File: src/sv/command_header_deframer_assert.svh
// Assertion macros for the command header deframer.
// Assumes clk and rst are visible where a macro is used.
`ifndef COMMAND_HEADER_DEFRAMER_ASSERT_SVH
`define COMMAND_HEADER_DEFRAMER_ASSERT_SVH

`ifndef SYNTHESIS

// Condition must hold on every clock edge outside reset
`define CHD_ASSERT_ALWAYS(lbl, expr) \
  lbl: assert property (@(posedge clk) disable iff (rst) (expr)) \
    else $error("assertion failed in %m");

// Antecedent in one cycle implies consequent in the same cycle
`define CHD_ASSERT_IMPL(lbl, ante, cons) \
  lbl: assert property (@(posedge clk) disable iff (rst) (ante) |-> (cons)) \
    else $error("assertion failed in %m");

`else

`define CHD_ASSERT_ALWAYS(lbl, expr)
`define CHD_ASSERT_IMPL(lbl, ante, cons)

`endif

`endif

File: src/sv/chd_pkg.sv
// Shared types, codes and the opcode/length decode for the deframer.
// No dependencies.
package chd_pkg;

  // Parse position within a header or payload
  typedef enum logic [2:0] {
    PH_HLEN_HI,
    PH_HLEN_LO,
    PH_OPCODE,
    PH_ACK,
    PH_MLEN_HI,
    PH_MLEN_LO,
    PH_PAYLOAD
  } phase_t;

  // Result kinds
  typedef enum logic [1:0] {
    KIND_HEADER,
    KIND_DATA,
    KIND_FMT_ERR,
    KIND_LEN_ERR
  } kind_t;

  // Opcode characters
  localparam logic [7:0] OP_S = 8'h53;
  localparam logic [7:0] OP_B = 8'h42;
  localparam logic [7:0] OP_R = 8'h52;
  localparam logic [7:0] OP_C = 8'h43;
  localparam logic [7:0] OP_U = 8'h55;
  localparam logic [7:0] OP_F = 8'h46;

  localparam logic [15:0] MAX_BLOCK_RESET = 16'd4096;

  // One result item
  typedef struct packed {
    kind_t       kind;
    logic [7:0]  opcode;
    logic [7:0]  ack_code;
    logic        has_ack;
    logic [15:0] msg_len;
    logic [7:0]  data_byte;
    logic        last;
  } result_t;

  // Which optional fields follow the opcode
  typedef struct packed {
    logic ok;
    logic want_ack;
    logic want_length;
  } decode_t;

  function automatic decode_t decode_header(input logic [7:0] op, input logic [15:0] hl);
    decode_t d;
    d = '0;
    d.ok = 1'b1;
    unique case (op) inside
      OP_S, OP_U: begin
        if (hl == 16'd5) d.want_length = 1'b1;
        else if (hl == 16'd4) d.want_ack = 1'b1;
        else d.ok = 1'b0;
      end
      OP_B: begin
        if (hl == 16'd5) d.want_length = 1'b1;
        else d.ok = 1'b0;
      end
      OP_R: begin
        if (hl == 16'd5) d.want_length = 1'b1;
        else if (hl == 16'd6) begin
          d.want_ack    = 1'b1;
          d.want_length = 1'b1;
        end else if (hl == 16'd4) d.want_ack = 1'b1;
        else d.ok = 1'b0;
      end
      OP_C, OP_F: begin
        if (hl == 16'd3) d.ok = 1'b1;
        else if (hl == 16'd6) begin
          d.want_ack    = 1'b1;
          d.want_length = 1'b1;
        end else if (hl == 16'd4) d.want_ack = 1'b1;
        else d.ok = 1'b0;
      end
      default: d.ok = 1'b0;
    endcase
    return d;
  endfunction

endpackage

File: src/sv/chd_parser.sv
// Header parse state machine: consumes one byte per transfer, emits results.
// Depends on chd_pkg.
module chd_parser (
  input  logic             clk,
  input  logic             rst,
  input  logic             cfg_wr_en,
  input  logic [15:0]      cfg_wr_data,
  input  logic             step,       // byte transfer this cycle
  input  logic [7:0]       in_byte,
  output logic             res_valid,
  output chd_pkg::result_t res
);
  import chd_pkg::*;

  phase_t      phase, phase_next;
  logic [15:0] block_limit;
  logic [15:0] header_length, header_length_next;
  logic [7:0]  current_opcode, current_opcode_next;
  logic [7:0]  current_ack, current_ack_next;
  logic        want_ack, want_ack_next;
  logic        want_length, want_length_next;
  logic [15:0] payload_length, payload_length_next;
  logic [15:0] bytes_left, bytes_left_next;

  decode_t     dec;
  logic        fin;
  logic [15:0] fin_len;
  logic        too_big;
  logic        len_zero;
  logic        final_byte;

  // Decode and header completion
  assign dec        = decode_header(in_byte, header_length);
  assign fin_len    = (phase == PH_MLEN_LO) ? {payload_length[15:8], in_byte} : 16'd0;
  assign too_big    = fin_len > block_limit;
  assign len_zero   = fin_len == 16'd0;
  assign final_byte = bytes_left[15:1] == 15'd0;
  assign fin = step && (((phase == PH_OPCODE) && dec.ok && !dec.want_ack && !dec.want_length)
                        || ((phase == PH_ACK) && !want_length)
                        || (phase == PH_MLEN_LO));

  // Next state
  always_comb begin
    phase_next          = phase;
    header_length_next  = header_length;
    current_opcode_next = current_opcode;
    current_ack_next    = current_ack;
    want_ack_next       = want_ack;
    want_length_next    = want_length;
    payload_length_next = payload_length;
    bytes_left_next     = bytes_left;
    if (step) begin
      unique case (phase)
        PH_HLEN_HI: begin
          header_length_next = {in_byte, 8'h00};
          phase_next         = PH_HLEN_LO;
        end
        PH_HLEN_LO: begin
          header_length_next = {header_length[15:8], in_byte};
          phase_next         = PH_OPCODE;
        end
        PH_OPCODE: begin
          current_opcode_next = in_byte;
          current_ack_next    = 8'h00;
          payload_length_next = 16'd0;
          bytes_left_next     = 16'd0;
          want_ack_next       = dec.want_ack;
          want_length_next    = dec.want_length;
          if (!dec.ok) phase_next = PH_HLEN_HI;
          else if (dec.want_ack) phase_next = PH_ACK;
          else if (dec.want_length) phase_next = PH_MLEN_HI;
        end
        PH_ACK: begin
          current_ack_next = in_byte;
          if (want_length) phase_next = PH_MLEN_HI;
        end
        PH_MLEN_HI: begin
          payload_length_next = {in_byte, 8'h00};
          phase_next          = PH_MLEN_LO;
        end
        PH_MLEN_LO: begin
          payload_length_next = fin_len;
        end
        PH_PAYLOAD: begin
          if (final_byte) begin
            bytes_left_next = 16'd0;
            phase_next      = PH_HLEN_HI;
          end else begin
            bytes_left_next = bytes_left - 16'd1;
          end
        end
        default: phase_next = PH_HLEN_HI;
      endcase
      // header complete: go to payload unless empty or oversized
      if (fin) begin
        if (too_big || len_zero) begin
          phase_next = PH_HLEN_HI;
        end else begin
          bytes_left_next = fin_len;
          phase_next      = PH_PAYLOAD;
        end
      end
    end
  end

  // Result for this transfer, built from the updated state
  always_comb begin
    res_valid     = 1'b0;
    res.kind      = KIND_HEADER;
    res.opcode    = current_opcode_next;
    res.ack_code  = current_ack_next;
    res.has_ack   = want_ack_next;
    res.msg_len   = payload_length_next;
    res.data_byte = 8'h00;
    res.last      = 1'b0;
    if (step) begin
      unique case (phase)
        PH_OPCODE: begin
          if (!dec.ok) begin
            res_valid = 1'b1;
            res.kind  = KIND_FMT_ERR;
            res.last  = 1'b1;
          end
        end
        PH_PAYLOAD: begin
          res_valid     = 1'b1;
          res.kind      = KIND_DATA;
          res.data_byte = in_byte;
          res.last      = final_byte;
        end
        default: res_valid = 1'b0;
      endcase
      if (fin) begin
        res_valid = 1'b1;
        res.kind  = too_big ? KIND_LEN_ERR : KIND_HEADER;
        res.last  = too_big || len_zero;
      end
    end
  end

  // State registers
  always_ff @(posedge clk) begin
    if (rst) begin
      phase          <= PH_HLEN_HI;
      block_limit    <= MAX_BLOCK_RESET;
      header_length  <= 16'd0;
      current_opcode <= 8'h00;
      current_ack    <= 8'h00;
      want_ack       <= 1'b0;
      want_length    <= 1'b0;
      payload_length <= 16'd0;
      bytes_left     <= 16'd0;
    end else begin
      phase          <= phase_next;
      header_length  <= header_length_next;
      current_opcode <= current_opcode_next;
      current_ack    <= current_ack_next;
      want_ack       <= want_ack_next;
      want_length    <= want_length_next;
      payload_length <= payload_length_next;
      bytes_left     <= bytes_left_next;
      if (cfg_wr_en) block_limit <= cfg_wr_data;
    end
  end

endmodule

File: src/sv/chd_out_buf.sv
// Two-entry output buffer (result register plus skid register).
// Depends on chd_pkg for the result type.
module chd_out_buf (
  input  logic             clk,
  input  logic             rst,
  input  logic             push,
  input  chd_pkg::result_t push_data,
  output logic             in_ready,
  output logic             out_valid,
  input  logic             out_ready,
  output chd_pkg::result_t out_data
);
  import chd_pkg::*;

  logic    skid_valid;
  result_t skid_data;
  logic    pop;

  assign in_ready = !skid_valid;
  assign pop      = out_valid && out_ready;

  // Valid flags
  always_ff @(posedge clk) begin
    if (rst) begin
      out_valid  <= 1'b0;
      skid_valid <= 1'b0;
    end else begin
      if (skid_valid) begin
        if (pop) skid_valid <= 1'b0;
      end else if (push && out_valid && !out_ready) begin
        skid_valid <= 1'b1;
      end
      if (!out_valid || pop) out_valid <= skid_valid || push;
    end
  end

  // Payload
  always_ff @(posedge clk) begin
    if (!out_valid || pop) begin
      out_data <= skid_valid ? skid_data : push_data;
    end
    if (!skid_valid && push && out_valid && !out_ready) skid_data <= push_data;
  end

endmodule

File: src/sv/command_header_deframer.sv
// Command header deframer: one received byte per transfer in, header,
// payload and error results out. Throughput is one byte per cycle while the
// skid register is empty; a result is registered into the output buffer and
// appears on m_axis from its result register. A two-entry output buffer keeps
// input flowing while a result waits. Synchronous reset: parser waits for a
// header length byte, block_limit returns to 4096, output buffer empties.
module command_header_deframer (
  input  logic        clk,
  input  logic        rst,
  input  logic        cfg_wr_en,
  input  logic [15:0] cfg_wr_data,    // block_limit
  input  logic        s_axis_tvalid,
  output logic        s_axis_tready,
  input  logic [7:0]  s_axis_tdata,   // [7:0] in_byte
  output logic        m_axis_tvalid,
  input  logic        m_axis_tready,
  // [7:0] opcode, [15:8] ack_code, [16] has_ack, [32:17] msg_len,
  // [40:33] data_byte, [47:41] zero
  output logic [47:0] m_axis_tdata,
  output logic        m_axis_tlast,
  output logic [1:0]  m_axis_tuser    // [1:0] kind
);
  import chd_pkg::*;

  logic    step;
  logic    res_valid;
  result_t res;
  result_t out_res;

  assign step = s_axis_tvalid && s_axis_tready;

  chd_parser u_parser (
    .clk         (clk),
    .rst         (rst),
    .cfg_wr_en   (cfg_wr_en),
    .cfg_wr_data (cfg_wr_data),
    .step        (step),
    .in_byte     (s_axis_tdata),
    .res_valid   (res_valid),
    .res         (res)
  );

  chd_out_buf u_out_buf (
    .clk       (clk),
    .rst       (rst),
    .push      (res_valid),
    .push_data (res),
    .in_ready  (s_axis_tready),
    .out_valid (m_axis_tvalid),
    .out_ready (m_axis_tready),
    .out_data  (out_res)
  );

  // Output packing
  assign m_axis_tdata = {7'd0, out_res.data_byte, out_res.msg_len, out_res.has_ack,
                         out_res.ack_code, out_res.opcode};
  assign m_axis_tlast = out_res.last;
  assign m_axis_tuser = out_res.kind;

`include "command_header_deframer_assert.svh"

  // Input stalls only while both buffer entries are full
  `CHD_ASSERT_IMPL(a_stall_has_output, !s_axis_tready, m_axis_tvalid)
  // Results only arise from an accepted byte
  `CHD_ASSERT_IMPL(a_result_needs_byte, res_valid, step)
  // Error results always close the message
  `CHD_ASSERT_IMPL(a_error_is_last,
    m_axis_tvalid && (m_axis_tuser == KIND_FMT_ERR || m_axis_tuser == KIND_LEN_ERR),
    m_axis_tlast)
  // A header followed by payload has a nonzero length
  `CHD_ASSERT_IMPL(a_open_header_len,
    m_axis_tvalid && m_axis_tuser == KIND_HEADER && !m_axis_tlast,
    m_axis_tdata[32:17] != 16'd0)

endmodule

File: config.mk
export PLATFORM = sky130hd
export DESIGN_NAME = command_header_deframer
export DESIGN_NICKNAME = d
export VERILOG_FILES = /design/src/sv/chd_pkg.sv /design/src/sv/chd_parser.sv /design/src/sv/chd_out_buf.sv /design/src/sv/command_header_deframer.sv
export VERILOG_INCLUDE_DIRS = /design/src /design/src/sv
export SDC_FILE = /design/constraint.sdc
export NUM_CORES = 1
export LEC_CHECK = 0
export BUFFER_PORTS_ARGS = -buffer_cell sky130_fd_sc_hd__buf_2
export CORE_MARGIN = 5
export CORE_UTILIZATION = 40
export CTS_CLUSTER_DIAMETER = 60
export DETAILED_ROUTE_END_ITERATION = 6
export GPL_ROUTABILITY_DRIVEN = 0
export PLACE_DENSITY = 0.6
export SLEW_MARGIN = 5
export SYNTH_ARGS = -nofsm -noshare
export SYNTH_HDL_FRONTEND = slang
export SYNTH_SLANG_ARGS = --single-unit
File: constraint.sdc
create_clock -name clk -period 5.9 [get_ports clk]
set_input_delay 0 -clock clk [delete_from_list [all_inputs] [get_ports clk]]
set_output_delay 0 -clock clk [all_outputs]
set_load 0.02 [all_outputs]
## Word level (Yosys, flattened, before mapping)

Cells that the tools add are included.

| word-level totals | value |
|---|---|
| register bits after elaboration | 175 |
| input bits | 29 |
| word-level logic and storage cells | 134 |

| operators by class | value |
|---|---|
| bitwise logic cells | 1 |
| add/subtract/negate cells | 1 |
| $lt $le $gt $ge | 1 |
| muxes and demuxes | 51 |
| equal/unequal tests | 20 |
| reductions and logical operators | 34 |

Operators by type and width:

| kind | count |
|---|---|
| 16-bit 2-to-1 mux | 5 |
| 16-bit case mux with 2 select lines | 2 |
| 16-bit by 3-bit equality test with 1-bit output, second input constant | 3 |
| 8-bit by 7-bit equality test with 1-bit output, second input constant | 6 |
| 16-bit case mux with 3 select lines | 1 |
| 44-bit 2-to-1 mux | 1 |
| 8-bit 2-to-1 mux | 4 |
| 3-bit 2-to-1 mux | 7 |
| 3-bit case mux with 7 select lines | 1 |
| 16-bit by 2-bit equality test with 1-bit output, second input constant | 1 |
| 16-bit greater-than comparator | 1 |
| 16-bit zero test | 1 |
| 8-bit case mux with 2 select lines | 1 |
| 16-bit by 1-bit subtractor with 16-bit output, second input constant | 1 |
| 15-bit zero test | 1 |
| 1-bit 2-to-1 mux | 15 |
| 2-bit 2-to-1 mux | 7 |
| 1-bit logical AND | 12 |
| 3-bit equality test, second input constant | 3 |
| 9-bit 2-to-1 mux | 1 |
| 3-bit by 2-bit equality test with 1-bit output, second input constant | 2 |
| 1-bit zero test | 6 |
| 3-bit by 1-bit != test with 1-bit output, second input constant | 2 |
| 1-bit case mux with 3 select lines | 2 |
| 15 further kinds | 22 |

## Depth between registers and ports, before layout

Gate-level depths: netlist (run 1).

| depth | value |
|---|---|
| depth after elaboration | 17 |
| mapped depth | 14 |

## Cells and area by module

From an unflattened synthesis (run 1), not the netlist that was laid out.

| unflattened totals | value |
|---|---|
| cell total of the unflattened synthesis | 799 |
| area, all modules | 8535.7 sq um |

By module, submodules not included:

| module | times used | area an instance (sq um) | seq. area each (sq um) | cells an instance |
|---|---|---|---|---|
| chd_parser | 1 | 5147.4 | 1701.6 | 644 |
| chd_out_buf | 1 | 3325.7 | 2682.6 | 146 |
| command_header_deframer | 1 | 62.6 | 0.0 | 9 |

## Worst setup path before layout (run 1)

No wires, ideal clock.

| timing path | value |
|---|---|
| path type | register to register |
| start | register u_parser.header_length[5] |
| end | register u_out_buf.skid_data[0] (netlist bit), enable pin |
| data required time | 5.455 ns |
| cell stages (with the launch flop) | 8 |
| setup slack | 1.527 ns |
| buffers on the path | 0 |
| period minus slack after synthesis | 4.373 ns |
| data arrival time | 3.927 ns |
| library setup time | 0.445 ns |
| cell sequence | dfxtp_1 > or4_1 > or4_4 > a311oi_4 > nand2_2 > o21ai_4 > a21oi_2 > nor2_1 |

| between the ends | value |
|---|---|
| cells in the longest elaborated chain, start to end | 16 |
| elaborated cells between the ends (all ways) | 31 |
| those cells by class | 4 x eq/ne; 16 x mux; 11 x reduce/logical |

Ends and longest elaborated chain:

| element | line | text |
|---|---|---|
| from (decl) | chd_parser.sv:17 | `logic [15:0] header_length, header_length_next;` |
| from (signal assigned) | chd_parser.sv:155 | `header_length <= header_length_next;` |
| 16-bit by 3-bit equality test with 1-bit output | chd_pkg.sv:59, chd_pkg.sv:71, chd_pkg.sv:79 |  |
| 1-bit 2-to-1 mux | chd_pkg.sv:59, chd_pkg.sv:71, chd_pkg.sv:79 |  |
| 1-bit 2-to-1 mux | chd_pkg.sv:76 | `else if (hl == 16'd6) begin` |
| 1-bit 2-to-1 mux, or another cell as far along | chd_pkg.sv:75 | `if (hl == 16'd3) d.ok = 1'b1;` |
| 1-bit case mux with 4 select lines or 1-bit case mux with 3 select lines (tied branches) | chd_pkg.sv:56 | `unique case (op) inside` |
| 1-bit logical AND or 1-bit zero test (tied branches) | chd_parser.sv:38 | `assign fin = step && (((phase == PH_OPCODE) && dec.ok && !dec.want_ack && !dec.want_length)` |
| 1-bit logical AND (2 in series) | chd_parser.sv:38 |  |
| 1-bit logical OR | chd_parser.sv:39 | `\|\| ((phase == PH_ACK) && !want_length)` |
| 1-bit logical OR | chd_parser.sv:40 | `\|\| (phase == PH_MLEN_LO));` |
| 1-bit logical AND | chd_parser.sv:38 |  |
| 1-bit 2-to-1 mux (*) | chd_parser.sv:133 | `if (fin) begin` |
| 1-bit 2-to-1 mux (*) | chd_parser.sv:116 | `if (step) begin` |
| 1-bit logical AND (*) (3 in series) | chd_out_buf.sv:42 | `if (!skid_valid && push && out_valid && !out_ready) skid_data <= push_data;` |
| to (signal assigned) | chd_out_buf.sv:42 |  |
| to (decl) | chd_out_buf.sv:16 | `result_t skid_data;` |

Mark *: on every way between the ends. The rest lies on a longest branch, timed or not.
A chain may end at the register's enable or synchronous reset.

## Worst setup path in the final report (run 1)

| timing path | value |
|---|---|
| start | register u_parser.phase[2] |
| end | register u_parser.bytes_left[6] |

| between the ends | value |
|---|---|
| cells in the longest elaborated chain, start to end | 8 |
| elaborated cells between the ends (all ways) | 18 |
| those cells by class | 1 x order compare; 4 x eq/ne; 4 x mux; 9 x reduce/logical |

Ends and longest elaborated chain:

| element | line | text |
|---|---|---|
| from (decl) | chd_parser.sv:15 | `phase_t phase, phase_next;` |
| from (signal assigned) | chd_parser.sv:154 | `phase <= phase_next;` |
| parallel branches: the longest is 7 deep, another holds 16-bit greater-than comparator | -- |  |
| 16-bit 2-to-1 mux (*) | chd_parser.sv:95 | `if (fin) begin` |
| to (signal assigned) | chd_parser.sv:161 | `bytes_left <= bytes_left_next;` |
| to (decl) | chd_parser.sv:23 | `logic [15:0] bytes_left, bytes_left_next;` |

Mark *: on every way between the ends.

==> impl_results.md, run 1 <==
* Sw Share at 26.0%
* Synth top cells by count: edfxtp_1 (88), dfxtp_1 (87), nand2_1 (66)
* Max clock buf depth at 2
* Vias per inst at 5.34
* Root Buffer Master: clkbuf_16
* Post-CTS setup buffers at 0
* Fmax at 0.225 GHz
* Final hold violation count at 0
* Drt wl/cell at 17.2 um
* # hold bufs at CTS at 20
* Clock share of power at 40.6%
* Reg2reg end: u_parser.bytes_left[6]$_SDFFE_PP0P_
* Critical Path Start: u_parser.phase[2]$_SDFFE_PP0P_
* Synth cell types at 69
* Final Max Slew Viols at 0
* Worst Path Class, Setup: reg2reg
* Clock latency on the worst-skew pair at 0.43 ns
* Syn_area_per_cell at 10.9 um2
* CTS tree: yes
* Sequential share of power at 49.2%
* Hpwl dp at 12.2 mm
* Max cap viols at 0
* First-pass GRT wire length at 30.9 mm
* Die Area at 0.0231 mm2
* PwrDens at 291 mW/mm2
* RSZ-0062 raised after global routing: no
* Synth top area share at 32.7%
* Overall Global Routing Usage at 16.4%
* Synth Register Bits at 175
* Reg2Reg Depth at 11
* Clock skew at 0.00889 ns
* Std cell rows at 52
* Die width at 152 um
* Mapped Cells at 743
* Ports at 82
* Initial antenna violation count at 0
* Least-Margin Pin Slew at 1.23 ns
* Starting Density at 40.3%
* Share of synthesized flip-flops with an asynchronous set or reset at 0%
* CTS Buf Count at 17
* Clock sinks at 175
* Total negative slack at 0 ns
* Critical Path AT at 4.78 ns
* Drt initial violations at 430
* Combinational share of power at 10.2%
* Post-Synth XOR/XNOR Area at 0.325%
* CORE AREA at 0.0200 mm2
* Status: completed
* Compound-Gate Fraction of Synth Area at 14.3%
* Worst endpoint required time at 6.23 ns
* Final wirelength at 18.8 mm
* Final core utilization at 46.5%
* R2R Path Start: u_parser.phase[2]$_SDFFE_PP0P_
* Layout cells sized above 1 at 20.9%
* Final #Nets at 857
* Final Critical Period at 4.44 ns
* Max Fanout on Critical Path at 18
* Clock transition at path regs at 0.07 ns
* YS warnings at 0
* Multiplexer area fraction after synthesis at 7.83%
* Grt ovf at 0
* Vias in the first global route at 5551
* Drt pass-1 iters at 5
* R2R Setup Slk at 1.46 ns
* Crit. End Element: register
* H-tree depth at 4
* Area of the mapped netlist at 0.00808 mm2
* Pwr Total at 2720 uW
* Sequential area share after synthesis at 54.2%
* Die Y at 152 um
* Cell Int Power at 2010 uW
* Total inserted antenna cells at 0
* Synth area leaders: edfxtp_1 (33%), dfxtp_1 (22%), mux2_2 (5.9%)
* Hold crit path type: in2reg
* Post-DRT Antenna Nets at 0
* Switching pwr at 707 uW
* Largest area contributor in the netlist: edfxtp_1
* Worst Setup EP: u_parser.bytes_left[6]$_SDFFE_PP0P_
* Leakage at 0.00382 uW
* Largest net degree at the start of global routing at 47
* Period utilization at 75.3%
* Adder-Cell Fraction of Synth Area at 2.63%
* IO buf count at 74
* Largest family of logic cells by synthesized area: simple AND/OR/NAND/NOR gates
* Most frequent cell after synthesis: edfxtp_1
* Post-CTS Resized at 0
* Post-Synth Simple-Gate Area at 15.4%
* Peak supply drop at 0.205 mV
* Startpoint Class: register
* DR vias at 5844
* Final setup fails at 0
* Slew headroom at 17.6%
* Predominant post-synthesis flop cell: edfxtp_1
* DRC at 0
* Area Overhead vs Synth at 15.4%
* Post-synth EDFFs at 88
## kinds of logic (layout without fill, tap and decap cells)
kind of cell               count (synthesis)  after routing
DFF                                      175            175
AOI/OAI and AO/OA                        166            166
muxes                                     58             58
other                                      1              7
and+or+nand+nor                          239            239
adders and majority gates                 17             17
buffers and inverters                     84            159
xor gates and xnor gates                   3              3
## cell type report
type,instances,area [um2]
fill,1940,10700
sequential,175,4380
multi-input combinational,490,3310
timing repair buffer,102,631
clock buffer,18,429
tap,270,338
clock inverter,14,144
inverter,25,93.8
## worst max-delay path: stages (launching register included)
cell      delay [ns]
dfxtp_1         0.51
inv_1           0.18
nor2_1          0.81
and3_1          0.29
ha_1            0.25
nand4_1         0.14
nor2_1          0.07
a221o_1         0.31
o31a_1          0.39
nor2_1          0.96
a211oi_1        0.10
o32ai_1         0.32
## worst min-delay path by stage
| stage | start | to | slack (ns) | depth (start not counted) |
|---|---|---|---|---|
| 3_5_place_dp | cfg_wr_data[12] | u_parser.block_limit[12]$_SDFFE_PP1P_ | 0.23 | 3 |
| 3_3_place_gp | cfg_wr_data[12] | u_parser.block_limit[12]$_SDFFE_PP1P_ | 0.23 | 3 |
| 5_1_grt | s_axis_tdata[3] | u_parser.header_length[11]$_SDFFE_PP0P_ | 0.02 | 3 |
| 2_1_floorplan | cfg_wr_data[12] | u_parser.block_limit[12]$_SDFFE_PP1P_ | 0.13 | 2 |
| 6_report | s_axis_tdata[3] | u_parser.header_length[11]$_SDFFE_PP0P_ | 0.01 | 3 |
| 4_1_cts | s_axis_tdata[3] | u_parser.header_length[11]$_SDFFE_PP0P_ | 0.01 | 3 |
## registers in the layout (all words and copies together), names as in the netlist
register and flops:
u_parser.phase 3, u_parser.want_length 1, u_parser.payload_length 16, u_out_buf.out_valid 1, u_parser.block_limit 16, u_parser.want_ack 1, u_parser.current_ack 8, u_parser.current_opcode 8
u_out_buf.skid_data 44, u_parser.bytes_left 16, u_out_buf.skid_valid 1, u_parser.header_length 16, u_out_buf.out_data 44
## cells in the final DEF, fill, tap and decap left out, types with 14 or more instances in the layout
master / netlist / layout
dfxtp_1: 87 / 87
clkbuf_16: 0 / 17
and3_1: 19 / 19
and2_1: 42 / 42
mux2_2: 42 / 42
edfxtp_1: 88 / 88
ha_1: 17 / 17
a21o_1: 14 / 14
buf_2: 2 / 74
nor2_1: 52 / 51
a22o_1: 16 / 16
inv_1: 24 / 24
nand2_1: 66 / 66
a21oi_1: 30 / 30
mux2i_1: 16 / 16
o21ai_0: 36 / 36
dlygate4sd3_1: 0 / 20
## routing by layer
layer / GRT usage (%) / vias to the layer above / wire length (um)
li1: - / 2837 / -
met1: 23.9 / 2790 / 9080
met2: 24.6 / 195 / 8280
met3: 3.38 / 22 / 1100
met4: 5.01 / 0 / 341
met5: 0 / - / 0
## power by group through the flow
stage                     clock (uW)  sequential, uW  combinational, uW
final                           1100            1340                276
after global routing            1180            1340                304
after CTS                       1120            1340                277
after detailed placement           0            1370                266
after global placement             0            1360                266
after floorplan                    0            1390                174
## per-stage QoR
step           cell area [um2]  setup WS, ns  cells  hold WS [ns]
2_1_floorplan             8110          1.53    749         0.130
3_3_place_gp              8550          1.76   1042         0.233
3_5_place_dp              8550          1.55   1042         0.226
4_1_cts                   9330          1.54   1094        0.0120
5_1_grt                   9330          1.15   1094        0.0247
6_report                  9330          1.46   1094        0.0126
No activity file was read; power rests on OpenSTA's default activity.
==> run 2, diff against run 1 <==
--- a/config.mk
+++ b/config.mk
@@ -12,7 +12,7 @@
 export CTS_CLUSTER_DIAMETER = 60
 export DETAILED_ROUTE_END_ITERATION = 6
 export GPL_ROUTABILITY_DRIVEN = 0
-export PLACE_DENSITY = 0.6
+export PLACE_DENSITY = 0.62
 export SLEW_MARGIN = 5
 export SYNTH_ARGS = -nofsm -noshare
 export SYNTH_HDL_FRONTEND = slang
==> constraint.sdc (replaced) <==
create_clock -name clk -period 3.7 [get_ports clk]
set_input_delay 0 -clock clk [delete_from_list [all_inputs] [get_ports clk]]
set_output_delay 0 -clock clk [all_outputs]
set_load 0.02 [all_outputs]
==> impl_results.md, run 2 (same netlist as run 1, synthesis figures left out) <==
* Status: finished with violations
* Failing checks: negative hold slack
* Most frequent CP cell: nor2_1
* Drt pass-1 iters at 4 (-1)
* Vias in the first global route at 5803 (+4.5%)
* Clock latency on the worst-skew pair at 0.44 ns (about the same)
* First-pass GRT wire length at 31.7 mm (+2.6%)
* Drt wl/cell at 17.4 um (+1.5%)
* CORE AREA at 0.0200 mm2 (unchanged)
* Crit. End Element: register
* Final setup fails at 0 (unchanged)
* Clock skew at 0.00639 ns (-0.00250 ns)
* Final hold violation count at 1 (+1)
* Final wirelength at 19.3 mm (+2.6%)
* Worst path max stage delay at 0.52 ns (-0.44 ns)
* DR vias at 5921 (+1.3%)
* Max clock buf depth at 2 (unchanged)
* Commonest non-fill, non-tap cell in the layout: edfxtp_1
* Die width at 152 um (unchanged)
* Pwr Total at 4390 uW (+62%)
* Max cap viols at 0 (unchanged)
* Highest-count cells in the layout ignoring fill and taps: edfxtp_1 (88), dfxtp_1 (87), buf_2 (74)
* Clock transition at path regs at 0.07 ns (about the same)
* Worst Path Class, Setup: reg2reg
* Initial antenna violation count at 0 (unchanged)
* WHS at -0.000297 ns (-0.0129 ns)
* Final Critical Period at 3.35 ns (-1.09 ns)
* Grt ovf at 0 (unchanged)
* Drt initial violations at 468 (+8.8%)
* Final Max Slew Viols at 0 (unchanged)
* RSZ-0062 raised after global routing: no
* Leakage at 0.00388 uW (+1.7%)
* Vias per inst at 5.36 (+0.31%)
* CTS Buf Count at 17 (unchanged)
* Fillers at 1866 (-3.8%)
* Top Registers: u_out_buf.out_data (44), u_out_buf.skid_data (44)
* H-tree depth at 4 (unchanged)
* Largest net degree at the start of global routing at 44 (-6.4%)
* Post-DRT Antenna Nets at 0 (unchanged)
* Die Y at 152 um (unchanged)
* DRC at 0 (unchanged)
* Slew headroom at 40.2% (+23 points)
* Hpwl dp at 12.5 mm (+2.6%)
* CTS tree: yes
* Critical Path AT at 3.54 ns (-1.24 ns)
* Total inserted antenna cells at 0 (unchanged)
* Hold crit path type: in2reg
* Max Fanout on Critical Path at 18 (unchanged)
* Fmax at 0.299 GHz (+33%)
* Std cell rows at 52 (unchanged)
* Overall Global Routing Usage at 16.8% (+0.44 points)
* Period utilization at 90.5% (+15 points)
* Startpoint Class: register
* Worst endpoint required time at 3.90 ns (-2.33 ns)
* Cell family with most CP delay: simple AND/OR/NAND/NOR gates
* Ports at 82 (unchanged)
* PwrDens at 466 mW/mm2 (+60%)
* IO buf count at 74 (unchanged)
* Layout cells sized above 1 at 22.4% (+1.5 points)
* Area Overhead vs Synth at 16.7%
* Buf/Inv on CP at 2 (+1)
* Final #Nets at 868 (+1.3%)
* Critical path's slowest cell: dfxtp_1
* Clock sinks at 175 (unchanged)
* R2R Setup Slk at 0.35 ns (-1.11 ns)
* Die Area at 0.0231 mm2 (unchanged)
* Peak supply drop at 0.345 mV (+68%)
* Post-CTS Resized at 0 (unchanged)
* Root Buffer Master: clkbuf_16
* Worst-path cell chain: inv_1, nor2_1, buf_4, and3_1, ha_1, nand4_1, nor2_1, a221o_1, o31a_1, or2_2, o311a_1, a21o_1
* Least-Margin Pin Slew at 0.895 ns (-0.336 ns)
* Post-CTS setup buffers at 0 (unchanged)
* Starting Density at 40.3% (unchanged)
run 2: changes by cell type in the layout (fill, tap and decap cells not counted), moves of 2 or more:
| cell | before | now |
|---|---|---|
| buf_4 | 8 | 20 |
| clkinv_4 | 3 | 1 |
| dlygate4sd3_1 | 20 | 18 |
| inv_6 | 6 | 3 |
| inv_8 | 2 | 7 |
run 2: through the flow:
step | setup slack, ns | util, % | cells | setup TNS (ns) | cell area (um2)
after floorplan | -0.660 | - | 749 | -29.02 | 8110
after global placement | 0.489 | 43.3 | 1055 | 0 | 8670
after detailed placement | 0.421 | 43.3 | 1055 | 0 | 8670
after CTS | 0.397 | 47.1 | 1105 | 0 | 9440
after global routing | 0.0886 | 47.1 | 1105 | 0 | 9440
final | 0.351 | 47.1 | 1105 | 0 | 9440
run 2: final timing paths:
| kind | start | endpoint | depth (start not counted) |
|---|---|---|---|
| hold / removal | s_axis_tdata[3] | u_parser.header_length[11]$_SDFFE_PP0P_ | 3 |
| hold reg to reg | u_parser.payload_length[7]$_SDFF_PP0_ | u_parser.payload_length[7]$_SDFF_PP0_ | 2 |
| setup reg to reg | u_parser.phase[2]$_SDFFE_PP0P_ | u_out_buf.out_data[0]$_DFFE_PP_ | 12 |
| setup / recovery | u_parser.phase[2]$_SDFFE_PP0P_ | u_out_buf.out_data[0]$_DFFE_PP_ | 12 |
run 2: area by class of cell:
type                       count  area, um2  area share [%]
clock buffer                  17        425            4.51
clock inverter                15        164            1.74
inverter                      25       93.8           0.994
multi-input combinational    490       3310            35.1
sequential                   175       4380            46.5
tap                          270        338            3.58
timing repair buffer         113        721            7.64
run 2: where the power goes:
| group | switching, uW | internal, uW | total (uW) |
|---|---|---|---|
| clock | 843 | 964 | 1810 |
| sequential | 38.1 | 2100 | 2130 |
| combinational | 286 | 166 | 452 |
run 2: worst min-delay path: stages:
cell and delay [ns]:
buf_2 0.22, nand2_1 0.10, a21oi_1 0.06
run 2: per-layer routing:
metal	vias up	global-route usage [%]	share of wire [%]	wire, um
met5	-	0	0	0
met4	0	6.21	2.3	437
met3	37	3.89	6.3	1220
met2	204	25.3	43	8330
met1	2814	23.8	48	9300
li1	2866	-	-	-
run 2: what timing repair did:
| action | 4_1_cts | 5_1_grt |
|---|---|---|
| hold buffers | 18 | 0 |
| setup endpoints to repair | 0 | 0 |
| hold endpoints to repair | 18 | 0 |
